$ cat config.mk
export PLATFORM = sky130hd
export DESIGN_NAME = three_zone_hysteresis_thermostat_unit
export DESIGN_NICKNAME = d
export VERILOG_FILES = /design/src/rtl/tzht_pkg.sv /design/src/rtl/tzht_zone.sv /design/src/rtl/three_zone_hysteresis_thermostat_unit.sv
export SDC_FILE = /design/constraint.sdc
export NUM_CORES = 1
export LEC_CHECK = 0
export BUFFER_PORTS_ARGS = -buffer_cell sky130_fd_sc_hd__clkbuf_2
export CAP_MARGIN = 20
export CORE_ASPECT_RATIO = 0.8
export CORE_MARGIN = 2
export CORE_UTILIZATION = 25
export CTS_BUF_LIST = sky130_fd_sc_hd__clkbuf_8
export CTS_CLUSTER_SIZE = 12
export DETAILED_ROUTE_END_ITERATION = 6
export PLACE_DENSITY = 0.36
export SLEW_MARGIN = 0
export SYNTH_ARGS = -nofsm -noshare
export SYNTH_HDL_FRONTEND = slang
export SYNTH_SLANG_ARGS = --single-unit
$ cat constraint.sdc
create_clock -name clk_i -period 8.2 [get_ports clk_i]
set_input_delay 1.64 -clock clk_i [delete_from_list [all_inputs] [get_ports clk_i]]
set_output_delay 1.64 -clock clk_i [all_outputs]
set_load 0.01 [all_outputs]
$ cat src/rtl/tzht_pkg.sv
// Package for the three-zone hysteresis thermostat.
// Holds field widths, register indexes, status codes and the shared threshold type.
// No dependencies.
`default_nettype none

package tzht_pkg;

  localparam int unsigned TempW   = 8;
  localparam int unsigned CookW   = 10;
  localparam int unsigned StatusW = 2;
  localparam int unsigned CfgIdxW = 3;
  localparam int unsigned CfgDataW = 10;

  // Configuration register indexes.
  localparam logic [CfgIdxW-1:0] REG_COOK_MINUTES = 3'd0;
  localparam logic [CfgIdxW-1:0] REG_TARGET_TEMP  = 3'd1;
  localparam logic [CfgIdxW-1:0] REG_LOW_ON_BELOW = 3'd2;
  localparam logic [CfgIdxW-1:0] REG_LOW_OFF_AT   = 3'd3;
  localparam logic [CfgIdxW-1:0] REG_MID_ON_BELOW = 3'd4;
  localparam logic [CfgIdxW-1:0] REG_MID_OFF_AT   = 3'd5;
  localparam logic [CfgIdxW-1:0] REG_TOP_ON_BELOW = 3'd6;
  localparam logic [CfgIdxW-1:0] REG_TOP_OFF_AT   = 3'd7;

  // Run status codes reported with each result.
  localparam logic [StatusW-1:0] STATUS_IDLE    = 2'd0;
  localparam logic [StatusW-1:0] STATUS_RUNNING = 2'd1;
  localparam logic [StatusW-1:0] STATUS_ENDED   = 2'd2;

  // Reset values of the configuration registers.
  localparam logic [CookW-1:0] COOK_MINUTES_RST = 10'd45;
  localparam logic [TempW-1:0] TARGET_TEMP_RST  = 8'd100;
  localparam logic [TempW-1:0] LOW_ON_RST       = 8'd92;
  localparam logic [TempW-1:0] LOW_OFF_RST      = 8'd94;
  localparam logic [TempW-1:0] MID_ON_RST       = 8'd95;
  localparam logic [TempW-1:0] MID_OFF_RST      = 8'd98;
  localparam logic [TempW-1:0] TOP_ON_RST       = 8'd99;
  localparam logic [TempW-1:0] TOP_OFF_RST      = 8'd101;

  // Hysteresis thresholds of one heater zone.
  typedef struct packed {
    logic [TempW-1:0] on_below;
    logic [TempW-1:0] off_at;
  } zone_thr_t;

endpackage

`default_nettype wire

$ cat src/rtl/tzht_zone.sv
// Hysteresis decision for one heater zone.
// Depends on tzht_pkg for the threshold struct and temperature width.
`default_nettype none

module tzht_zone (
  input  logic                     active_i,
  input  logic                     relay_i,
  input  logic [tzht_pkg::TempW-1:0] temp_i,
  input  tzht_pkg::zone_thr_t      thr_i,
  output logic                     relay_o
);
  import tzht_pkg::*;

  // The on test is checked first, so it wins when thresholds overlap.
  always_comb begin
    if (!active_i) begin
      relay_o = 1'b0;
    end else if (temp_i < thr_i.on_below) begin
      relay_o = 1'b1;
    end else if (temp_i >= thr_i.off_at) begin
      relay_o = 1'b0;
    end else begin
      relay_o = relay_i;
    end
  end

endmodule

`default_nettype wire

$ cat src/rtl/three_zone_hysteresis_thermostat_unit.sv
// Top level of the three-zone hysteresis thermostat with cooking timer.
// Depends on tzht_pkg and instantiates tzht_zone three times.
`default_nettype none

// Each input transaction carries one temperature sample together with the
// start, cancel and minute-tick flags, and yields exactly one result
// transaction with the three relay drives, the remaining minutes and the run
// status. An accepted transaction lands in an input register; when it
// advances, the comparisons and the timer update run in one short
// combinational pass and the result is captured in the output register, at
// which point the run state (running flag, elapsed minutes, relay states) is
// updated. One transaction per clock is sustained while results are taken.
// The input side keeps accepting while a finished result waits, and stalls
// only when both the input and output registers are full and the waiting
// result is not being taken.
// The eight setup registers are written through the cfg port, which is
// always ready; write them only while no transaction is in flight. The
// elapsed-minute counter is TIME_BITS wide and saturates at its maximum.

module three_zone_hysteresis_thermostat_unit #(
  parameter int unsigned TIME_BITS = 10
) (
  input  logic                           clk_i,
  input  logic                           rst_ni,
  // Sample channel.
  input  logic                           in_valid_i,
  output logic                           in_stall_o,
  input  logic                           start_req_i,
  input  logic [tzht_pkg::TempW-1:0]     temperature_i,
  input  logic                           cancel_i,
  input  logic                           minute_tick_i,
  // Result channel.
  output logic                           out_valid_o,
  input  logic                           out_stall_i,
  output logic                           heater_low_o,
  output logic                           heater_mid_o,
  output logic                           heater_top_o,
  output logic [tzht_pkg::CookW-1:0]     minutes_left_o,
  output logic [tzht_pkg::StatusW-1:0]   run_status_o,
  // Configuration write channel.
  input  logic                           cfg_valid_i,
  output logic                           cfg_ready_o,
  input  logic [tzht_pkg::CfgIdxW-1:0]   cfg_index_i,
  input  logic [tzht_pkg::CfgDataW-1:0]  cfg_data_i
);
  import tzht_pkg::*;

  // Common width for comparing the cook time against the elapsed count.
  localparam int unsigned CmpW = (TIME_BITS > CookW) ? TIME_BITS : CookW;
  localparam logic [TIME_BITS-1:0] ElapsedMax = {TIME_BITS{1'b1}};

  // ---------------------------------------------------------------------
  // Configuration registers. The port never back-pressures.
  // ---------------------------------------------------------------------
  logic [CookW-1:0] cook_minutes_q;
  logic [TempW-1:0] target_temp_q;
  zone_thr_t        low_thr_q, mid_thr_q, top_thr_q;

  assign cfg_ready_o = 1'b1;

  always_ff @(posedge clk_i or negedge rst_ni) begin
    if (!rst_ni) begin
      cook_minutes_q     <= COOK_MINUTES_RST;
      target_temp_q      <= TARGET_TEMP_RST;
      low_thr_q.on_below <= LOW_ON_RST;
      low_thr_q.off_at   <= LOW_OFF_RST;
      mid_thr_q.on_below <= MID_ON_RST;
      mid_thr_q.off_at   <= MID_OFF_RST;
      top_thr_q.on_below <= TOP_ON_RST;
      top_thr_q.off_at   <= TOP_OFF_RST;
    end else if (cfg_valid_i && cfg_ready_o) begin
      unique case (cfg_index_i)
        REG_COOK_MINUTES: cook_minutes_q     <= cfg_data_i;
        REG_TARGET_TEMP:  target_temp_q      <= cfg_data_i[TempW-1:0];
        REG_LOW_ON_BELOW: low_thr_q.on_below <= cfg_data_i[TempW-1:0];
        REG_LOW_OFF_AT:   low_thr_q.off_at   <= cfg_data_i[TempW-1:0];
        REG_MID_ON_BELOW: mid_thr_q.on_below <= cfg_data_i[TempW-1:0];
        REG_MID_OFF_AT:   mid_thr_q.off_at   <= cfg_data_i[TempW-1:0];
        REG_TOP_ON_BELOW: top_thr_q.on_below <= cfg_data_i[TempW-1:0];
        REG_TOP_OFF_AT:   top_thr_q.off_at   <= cfg_data_i[TempW-1:0];
        default: ;
      endcase
    end
  end

  // ---------------------------------------------------------------------
  // Handshake. The input register advances into the output register
  // whenever the output register is empty or its result is being taken.
  // ---------------------------------------------------------------------
  logic in_full_q, out_full_q;
  logic advance;
  logic in_accept;

  assign advance    = in_full_q && (!out_full_q || !out_stall_i);
  assign in_stall_o = in_full_q && !advance;
  assign in_accept  = in_valid_i && !in_stall_o;
  assign out_valid_o = out_full_q;

  always_ff @(posedge clk_i or negedge rst_ni) begin
    if (!rst_ni) begin
      in_full_q  <= 1'b0;
      out_full_q <= 1'b0;
    end else begin
      if (in_accept) begin
        in_full_q <= 1'b1;
      end else if (advance) begin
        in_full_q <= 1'b0;
      end
      if (advance) begin
        out_full_q <= 1'b1;
      end else if (!out_stall_i) begin
        out_full_q <= 1'b0;
      end
    end
  end

  // Input register payload.
  logic             start_q, cancel_q, tick_q;
  logic [TempW-1:0] temp_q;

  always_ff @(posedge clk_i) begin
    if (in_accept) begin
      start_q <= start_req_i;
      temp_q  <= temperature_i;
      cancel_q <= cancel_i;
      tick_q  <= minute_tick_i;
    end
  end

  // ---------------------------------------------------------------------
  // Run state and next-state computation.
  // ---------------------------------------------------------------------
  logic                 running_q, running_d;
  logic [TIME_BITS-1:0] elapsed_q, elapsed_d;
  logic                 relay_low_q, relay_mid_q, relay_top_q;
  logic                 relay_low_d, relay_mid_d, relay_top_d;
  logic [CookW-1:0]     left_d;
  logic [StatusW-1:0]   status_d;

  logic [TIME_BITS-1:0] elapsed_inc;
  logic [CmpW-1:0]      cook_ext, elapsed_ext, left_ext;
  logic                 time_up;
  logic                 below_target;
  logic                 zones_active;
  logic                 zone_low, zone_mid, zone_top;

  // A tick is counted before the end test; the count saturates.
  assign elapsed_inc = (tick_q && (elapsed_q != ElapsedMax)) ?
                       elapsed_q + 1'b1 : elapsed_q;
  assign cook_ext    = CmpW'(cook_minutes_q);
  assign elapsed_ext = CmpW'(elapsed_inc);
  assign left_ext    = (cook_ext > elapsed_ext) ? cook_ext - elapsed_ext : '0;
  assign time_up     = (left_ext == '0);

  // target + 1 in nine bits, so a target of 255 lets every sample through.
  assign below_target = ({1'b0, temp_q} < ({1'b0, target_temp_q} + 9'd1));
  assign zones_active = below_target;

  tzht_zone u_zone_low (
    .active_i (zones_active),
    .relay_i  (relay_low_q),
    .temp_i   (temp_q),
    .thr_i    (low_thr_q),
    .relay_o  (zone_low)
  );

  tzht_zone u_zone_mid (
    .active_i (zones_active),
    .relay_i  (relay_mid_q),
    .temp_i   (temp_q),
    .thr_i    (mid_thr_q),
    .relay_o  (zone_mid)
  );

  tzht_zone u_zone_top (
    .active_i (zones_active),
    .relay_i  (relay_top_q),
    .temp_i   (temp_q),
    .thr_i    (top_thr_q),
    .relay_o  (zone_top)
  );

  always_comb begin
    running_d   = running_q;
    elapsed_d   = elapsed_q;
    relay_low_d = 1'b0;
    relay_mid_d = 1'b0;
    relay_top_d = 1'b0;
    left_d      = '0;
    status_d    = STATUS_IDLE;
    priority if (start_q) begin
      // A start arms or restarts the run; the sample is ignored.
      running_d = 1'b1;
      elapsed_d = '0;
      left_d    = cook_minutes_q;
      status_d  = STATUS_RUNNING;
    end else if (running_q) begin
      elapsed_d = elapsed_inc;
      left_d    = left_ext[CookW-1:0];
      if (cancel_q || time_up) begin
        running_d = 1'b0;
        status_d  = STATUS_ENDED;
      end else begin
        relay_low_d = zone_low;
        relay_mid_d = zone_mid;
        relay_top_d = zone_top;
        status_d    = STATUS_RUNNING;
      end
    end else begin
      // Idle: relays stay off and nothing else changes.
    end
  end

  always_ff @(posedge clk_i or negedge rst_ni) begin
    if (!rst_ni) begin
      running_q   <= 1'b0;
      elapsed_q   <= '0;
      relay_low_q <= 1'b0;
      relay_mid_q <= 1'b0;
      relay_top_q <= 1'b0;
    end else if (advance) begin
      running_q   <= running_d;
      elapsed_q   <= elapsed_d;
      relay_low_q <= relay_low_d;
      relay_mid_q <= relay_mid_d;
      relay_top_q <= relay_top_d;
    end
  end

  // Output register payload.
  logic               heater_low_q, heater_mid_q, heater_top_q;
  logic [CookW-1:0]   minutes_left_q;
  logic [StatusW-1:0] run_status_q;

  always_ff @(posedge clk_i) begin
    if (advance) begin
      heater_low_q   <= relay_low_d;
      heater_mid_q   <= relay_mid_d;
      heater_top_q   <= relay_top_d;
      minutes_left_q <= left_d;
      run_status_q   <= status_d;
    end
  end

  assign heater_low_o   = heater_low_q;
  assign heater_mid_o   = heater_mid_q;
  assign heater_top_o   = heater_top_q;
  assign minutes_left_o = minutes_left_q;
  assign run_status_o   = run_status_q;

endmodule

`default_nettype wire
## Yosys cells after proc, flatten, opt, wreduce, memory -nomap -nowiden

Cells that the tools add are included.

| storage, ports and cells | value |
|---|---|
| input bits | 29 |
| logic and storage cells | 103 |
| output and inout port bits | 18 |
| bits in registers | 108 |

| cells by class | value |
|---|---|
| $lt $le $gt $ge | 8 |
| mux-type cells | 33 |
| equality and inequality tests | 9 |
| add/sub/neg operators | 3 |
| reduce and logical (&&, ||, !) cells | 24 |
| bitwise operators | 1 |

Operators by type and width:

| kind | count |
|---|---|
| $mux 10 | 6 |
| $mux 1 | 26 |
| $ge 8x8->1 | 3 |
| $lt 8x8->1 | 3 |
| $reduce_and 2->1 | 9 |
| $eq 3x3->1 const B | 4 |
| $add 10x1->10 const B | 1 |
| $gt 10x10->1 | 1 |
| $logic_not 10->1 | 1 |
| $ne 10x10->1 const B | 1 |
| $sub 10x10->10 | 1 |
| $add 8x1->9 const B | 1 |
| $lt 8x9->1 | 1 |
| $eq 3x2->1 const B | 2 |
| $logic_and 1x1->1 | 4 |
| $logic_not 1->1 | 4 |
| $reduce_bool 2->1 | 2 |
| $eq 3x1->1 const B | 1 |
| $logic_not 3->1 | 1 |
| $logic_or 1x1->1 | 2 |
| $mux 2 | 1 |
| $ne 2x1->1 const B | 1 |
| $reduce_or 2->1 | 1 |
| $not 1->1 | 1 |

## Logic depth before layout (Yosys ltp)

Gate-level depths: netlist (run 1).

| logic depth | value |
|---|---|
| depth in word-level cells | 10 |
| gate-level depth with buffers | 16 |
| gate-level depth less buffers | 14 |

## By module

A second synthesis (run 1) with hierarchy kept.

| unflattened totals | value |
|---|---|
| cell total of the unflattened synthesis | 540 |
| area, all modules | 6259.8 µm² |

Modules (own cells, without submodules):

| module | cells an instance | area each (µm²) | sequential area each (µm²) | times used |
|---|---|---|---|---|
| three_zone_hysteresis_thermostat_unit | 393 | 5122.4 | 2874.0 | 1 |
| tzht_zone | 49 | 379.1 | 0.0 | 3 |

## Worst setup path after synthesis (run 1)

No wires, ideal clock.

| path | value |
|---|---|
| kind | flip-flop to flip-flop |
| start | reg elapsed_q[0] |
| end | reg run_status_q[0], in the netlist run_status_o[0], data pin |
| data required time | 7945 ps |
| period minus slack after synthesis | 3672 ps |
| slack | 4528 ps |
| setup time | 255 ps |
| arrival time | 3417 ps |
| buffers on the path | 2 |
| stages on the path, launching flop included | 16 |
| cells stage by stage | dfrtp_1 > ha_1 > nand3_1 > o31a_1 > clkbuf_1 > nand4_1 > nor2_1 > xnor2_1 > ha_1 > and4_1 > a221oi_2 > o21ai_1 > xor2_1 > or4b_1 > buf_2 > a31o_1 |

| between the ends | value |
|---|---|
| word-level cells in the longest chain between the ends | 9 |
| elaborated cells on any way between the ends | 11 |
| those cells by class | 2 x add/sub; 1 x order compare; 1 x eq/ne; 4 x mux; 3 x reduce/logical |

RTL lines:

| element | line | text |
|---|---|---|
| start: declaration | three_zone_hysteresis_thermostat_unit.sv:134 | `logic [TIME_BITS-1:0] elapsed_q, elapsed_d;` |
| start signal: assignment | three_zone_hysteresis_thermostat_unit.sv:223 | `elapsed_q <= elapsed_d;` |
| branches (longest 2 deep; another with $add 10x1->10) | n/a |  |
| $mux 10 * | three_zone_hysteresis_thermostat_unit.sv:148 | `assign elapsed_inc = (tick_q && (elapsed_q != ElapsedMax)) ?` |
| $sub 10x10->10 / $gt 10x10->1 (equally long branches) | three_zone_hysteresis_thermostat_unit.sv:152 | `assign left_ext = (cook_ext > elapsed_ext) ? cook_ext - elapsed_ext : '0;` |
| $mux 10 * | three_zone_hysteresis_thermostat_unit.sv:152 |  |
| $logic_not 10->1 * | three_zone_hysteresis_thermostat_unit.sv:153 | `assign time_up = (left_ext == '0);` |
| $logic_or 1x1->1 * | three_zone_hysteresis_thermostat_unit.sv:200 | `if (cancel_q \|\| time_up) begin` |
| $mux 2 * | three_zone_hysteresis_thermostat_unit.sv:200 |  |
| $mux 1 * | three_zone_hysteresis_thermostat_unit.sv:197 | `end else if (running_q) begin` |
| end signal: assignment | three_zone_hysteresis_thermostat_unit.sv:241 | `run_status_q <= status_d;` |
| end: declaration | three_zone_hysteresis_thermostat_unit.sv:233 | `logic [StatusW-1:0] run_status_q;` |

Every way passes the cells marked *.
A chain may end at the register's enable or synchronous reset.

## Worst setup path after layout (run 1)

Ends and elaborated chain as after synthesis.

==> results of run 1 <==
==> critical path: cells and delay by family (launching register included) <==
kind	cells	cell delay (ns)
AO/OA/AOI/OAI	4	1.26
XOR/XNOR	2	0.32
adder cells (fa/ha/maj)	2	0.70
flip-flops	1	0.46
AND/OR/NAND/NOR	5	1.38
==> final cells by class <==
cell class                 instances  share of cell area
clock inverter                     7              0.0122
inverter                          51              0.0275
tap                              318              0.0571
timing repair buffer              49              0.0370
sequential                       108               0.413
multi-input combinational        393               0.436
clock buffer                       9              0.0178
==> placed cells by master (no fill, tap or decap), drive strengths merged, types with 15 or more instances in the layout <==
cell type / n
a21oi: 21
clkbuf: 53
dfrtp: 49
dfstp: 33
edfxtp: 26
ha: 64
inv: 53
mux2: 51
nand2: 50
nand3: 15
nor2: 22
o21ai: 47
==> per-layer routing <==
metal  wire length, um  track usage  vias to the layer above
met5                 0            0                        -
met4               299       0.0377                        0
met3               529       0.0227                       15
met2              6830        0.199                       90
met1              8360        0.185                     2119
li1                  -            -                     2124
==> metrics by stage <==
| stage | power [mW] | instance area [um^2] | hold WS (ns) |
|---|---|---|---|
| final | 1.55 | 6970 | 0.509 |
| after CTS | 1.58 | 6970 | 0.514 |
| after global placement | 1.20 | 6760 | 0.473 |
| after detailed placement | 1.21 | 6760 | 0.484 |
| after global routing | 1.68 | 6970 | 0.530 |
| after floorplan | 1.07 | 6180 | 0.457 |
==> sequential cells by signal, summed over array words and instances, names as in the netlist, 2 cells and up <==
name / count
run_status_o: 2
minutes_left_o: 10
low_thr_q: 16
cook_ext: 10
top_thr_q: 16
mid_thr_q: 16
temp_q: 8
elapsed_q: 10
target_temp_q: 8
==> logic make-up (layout without fill, tap and decap cells) <==
family,after synthesis,count (layout),synth area share
AND/OR/NAND/NOR,136,136,0.112
AO/OA/AOI/OAI,119,119,0.123
flip-flops,108,108,0.465
buffers and inverters,67,116,0.0433
adder cells (fa/ha/maj),65,65,0.133
multiplexers,52,52,0.0946
XOR/XNOR,20,20,0.0284
other,1,1,0.000607
==> final timing paths <==
kind                                from         endpoint  slack (ns)
setup / recovery            elapsed_q[0]  run_status_o[0]        3.85
hold / removal             low_thr_q[11]    low_thr_q[11]        0.51
setup reg to reg            elapsed_q[0]  run_status_o[0]        3.85
hold reg to reg            low_thr_q[11]    low_thr_q[11]        0.51
max in group asynchronous         rst_ni     top_thr_q[4]        5.91
min in group asynchronous         rst_ni     mid_thr_q[2]        1.16
==> power by group through the flow <==
stage | clock network (mW) | registers (mW) | logic, mW
6_report | 0.355 | 0.736 | 0.462
5_1_grt | 0.398 | 0.751 | 0.534
4_1_cts | 0.377 | 0.739 | 0.466
3_5_place_dp | 0 | 0.749 | 0.463
3_3_place_gp | 0 | 0.747 | 0.454
2_1_floorplan | 0 | 0.729 | 0.337
==> flow_summary.yaml, run 1 <==
final_layout:
  utilization: 0.287
  fillers: 2505
  syn2layout_area_growth_pct: 12.8
  regArea_um2: 2870
  finalNetCount: 706
  drive_gt1_frac: 0.248
  antennaDiodeCount: 0
  instances_no_fill: 935
  multiInputGateArea_um2: 3040
floorplanning:
  die_y_um: 145
  core_um2: 24300
  die_area_um2: 26000
  chipWidth_um: 180
  pin_count: 47
  rows: 51
  start_util: 0.254
sta:
  setup-tns-final_ns: 0
  fin_crit_sh: 0.531
  period_minus_slack_ns: 4.35
  hold_viol: 0
  fmax_mhz: 230
  postLayoutSetupSlackWorst_ns: 3.85
  rsz0062_at_grt: "false"
  tightest_slew_ns: 0.807
  fin_worst_skew_ns: 0.0104
  setup_viol: 0
  slew_headroom: 0.460
  drv_slew: 0
setup_path:
  r2r.worst_path.cells: 13
  crit_type: "register to register"
  cp_common_cell: "ha_1"
  max_stage_delay_ns: 0.63
  slowest_stage: "or4b_1"
  crit_arrival_ns: 4.50
  worst_ep_required_time_ns: 8.35
  start_kind: "register"
  endpoint_kind: "register"
  critPathMaxFanout: 11
  cp_cell_sequence: "ha_1, nand3_1, o31a_1, and4_1, and3_1, xnor2_1, ha_1, a2111oi_0, a21boi_1, xor2_1, nor2_1, or4b_1, a31o_1"
clocking:
  ctsHoldBuffers: 0
  clk_pin_slew_worst_paths_ns: 0.10
  htreeDepth: 3
  cts_tree: "yes"
  worstSkewPairLatency_ns: 0.38
  cts_root_buf: "clkbuf_8"
  cts_sinks: 108
  cts.path.max_buffers: 2
  cts.repair.resized: 0
  cts-buffers-inserted: 9
  post_cts_buffers: 0
pwr:
  p_sw_frac: 0.324
  powerDensity_nw_per_um2: 223
  p_seq_frac: 0.474
  combPwrFrac: 0.297
  p_int_mw: 1.05
  irDropWorstVdd_mv: 0.0818
  power.clock.fraction: 0.228
  p_leak_nw: 2.99
  switching_power_mw: 0.502
drt:
  ant_nets: 0
  drt_wl_total_mm: 16.0
  via_per_inst: 4.65
  drc_errors: 0
  dr.pass1.iters: 4
  first_iter_violations: 225
  wire_per_inst_um: 17.1
  vias: 4348
place:
  gp_congestion: 0.791
  io_buffers: 45
  hpwlAfterDp_mm: 12.1
  dp.cells: 919
  dp_slack_ns: 3.90
logic_synthesis:
  yosys.area.top_type_share: 0.199
  syn-num-nets: 662
  netlist_area_um2: 6180
  synth_most_common_cell: "ha_1"
  synth_area_leader_cell: "dfrtp_1"
  synth_edf_count: 26
  synth_cell_types: 57
  ys_ff_latch: 108
  syn_avg_cell_area_um2: 10.9
  synth-seq-area-share: 0.465
  yosys-top-cells-count: "ha_1, inv_1, mux2_2"
  ys_warn_count: 0
  async_reset_ff_frac: 0.759
  yosys-top-cells-area: "dfrtp_1, dfstp_2, ha_1"
  synthFlopType: "dfrtp_1"
  synthCells: 568
min_path:
  holdCritPathClass: "register to register"
  min_path_cells: 2
global_routing:
  track_usage: 0.129
  gr-total-overflow: 0
  antenna_found_initial: 0
  grt_max_degree: 59
  grt_first_pass_wirelength_mm: 25.5
  grt_pass1_vias: 4490
outcome:
  status: "finished clean"
job:
  maxCapViolations: 0
Power figures use the tool's default switching activity.
==> run 2: changes to the inputs <==
==> constraint.sdc (replaced) <==
create_clock -name clk_i -period 4.15 [get_ports clk_i]
set_input_delay 0.83 -clock clk_i [delete_from_list [all_inputs] [get_ports clk_i]]
set_output_delay 0.83 -clock clk_i [all_outputs]
set_load 0.01 [all_outputs]
==> run 2 against run 1 <==
Effect of this change: register-to-register slack got worse by 3.6 ns; non-clock buffer count increased by 5; flip-flop and latch count unchanged; utilization increased by 0.20 points; power increased by 97%; maximum frequency increased by 13%; worst setup slack got worse by 3.6 ns; critical path depth increased by 1.
==> flow_summary.yaml, run 2 (synthesis results as in run 1) <==
global_routing:
  track_usage: 0.129
  antenna_found_initial: 0
  gr-total-overflow: 0
  grt_max_degree: 48
  grt_first_pass_wirelength_mm: 25.3
  grt_pass1_vias: 4385
clocking:
  worstSkewPairLatency_ns: 0.39
  post_cts_buffers: 0
  cts_tree: "yes"
  cts.repair.resized: 0
  ctsHoldBuffers: 0
  cts.path.max_buffers: 2
  cts-buffers-inserted: 9
  clk_pin_slew_worst_paths_ns: 0.10
  cts_sinks: 108
  htreeDepth: 3
  cts_root_buf: "clkbuf_8"
floorplanning:
  die_area_um2: 26000
  die_y_um: 145
  start_util: 0.254
  chipWidth_um: 180
  pin_count: 47
  core_um2: 24300
  rows: 51
drt:
  via_per_inst: 4.57
  vias: 4294
  first_iter_violations: 211
  wire_per_inst_um: 16.9
  ant_nets: 0
  dr.pass1.iters: 4
  drc_errors: 0
  drt_wl_total_mm: 15.9
pwr:
  irDropWorstVdd_mv: 0.137
  p_seq_frac: 0.476
  p_leak_nw: 3.02
  power.clock.fraction: 0.224
  switching_power_mw: 0.982
  powerDensity_nw_per_um2: 437
  combPwrFrac: 0.300
  power_mw: 3.06
  p_int_mw: 2.08
  p_sw_frac: 0.321
final_layout:
  layout_common_cells: "ha_1, inv_1, mux2_2, nand2_1, dfrtp_1"
  syn2layout_area_growth_pct: 13.6
  final_area_um2: 7010
  reg_top3: "low_thr_q (16), mid_thr_q (16), top_thr_q (16)"
  antennaDiodeCount: 0
  fillers: 2467
  drive_gt1_frac: 0.257
  layout_commonest_cell: "ha_1"
  finalNetCount: 711
setup_path:
  critPathMaxFanout: 9
  crit_arrival_ns: 4.02
  endpoint_kind: "register"
  worst_ep_required_time_ns: 4.31
  start_kind: "register"
  crit_type: "register to register"
place:
  place_area_um2: 6790
  io_buffers: 45
  gp_congestion: 0.807
  hpwlAfterDp_mm: 12.1
  dp_slack_ns: 0.113
sta:
  hold_viol: 0
  whs_ns: 0.466
  setup-tns-final_ns: 0
  period_minus_slack_ns: 3.86
  fmax_mhz: 259
  setup_viol: 0
  drv_slew: 0
  postLayoutSetupSlackWorst_ns: 0.285
  slew_headroom: 0.427
  fin_worst_skew_ns: 0.0112
  fin_crit_sh: 0.931
  rsz0062_at_grt: "false"
  tightest_slew_ns: 0.855
min_path:
  holdCritPathClass: "input port to async pin"
outcome:
  status: "finished clean"
job:
  maxCapViolations: 0
==> run 2: worst max-delay path, stage by stage (launching register included) <==
cell and delay (ns):
dfrtp_1 0.42, ha_1 0.19, nand3_1 0.08, o31a_1 0.32, and4_1 0.27, and3_1 0.23, xnor2_1 0.14, ha_1 0.34
buf_4 0.17, nor2b_1 0.05, a211oi_1 0.21, o311a_2 0.22, nand4b_1 0.14, or4b_4 0.62, a31o_1 0.23
==> run 2: power groups by stage <==
stage,Clock (mW),Combinational [mW],Sequential (mW)
5_1_grt,0.766,1.06,1.48
3_5_place_dp,0,0.919,1.48
4_1_cts,0.729,0.925,1.46
3_3_place_gp,0,0.910,1.48
2_1_floorplan,0,0.666,1.44
6_report,0.687,0.919,1.46
==> run 2: final cells by class <==
type                       instances  area (um^2)  share of cell area
inverter                          51          191              0.0273
sequential                       108         2880               0.410
tap                              318          398              0.0567
timing repair buffer              54          295              0.0421
clock inverter                     7         78.8              0.0112
multi-input combinational        393         3050               0.435
clock buffer                       9          124              0.0177
==> run 2: path summary, 6_finish.rpt <==
path | startpoint | endpoint | slack, ns | cells past startpoint
max in group asynchronous | rst_ni | mid_thr_q[8] | 2.86 | 2
min in group clk_i | relay_mid_q | relay_mid_q | 0.51 | 1
worst min-delay path | rst_ni | mid_thr_q[2] | 0.47 | 1
worst max-delay path | elapsed_q[1] | run_status_o[0] | 0.29 | 14
worst max register to register | elapsed_q[1] | run_status_o[0] | 0.29 | 14
worst min register to register | relay_mid_q | relay_mid_q | 0.51 | 1
==> run 2: metrics by stage <==
stage / std cells / utilization
finish: 940 / 0.289
global route: 940 / 0.289
CTS: 940 / 0.288
detailed placement: 924 / 0.279
global placement: 924 / 0.279
floorplan: 568 / -
==> run 2: per-layer routing <==
metal | vias to the layer above | global-route usage | wire length [um]
met1 | 2068 | 0.182 | 8370
met3 | 15 | 0.0229 | 453
li1 | 2134 | - | -
met4 | 0 | 0.0359 | 231
met5 | - | 0 | 0
met2 | 77 | 0.202 | 6810
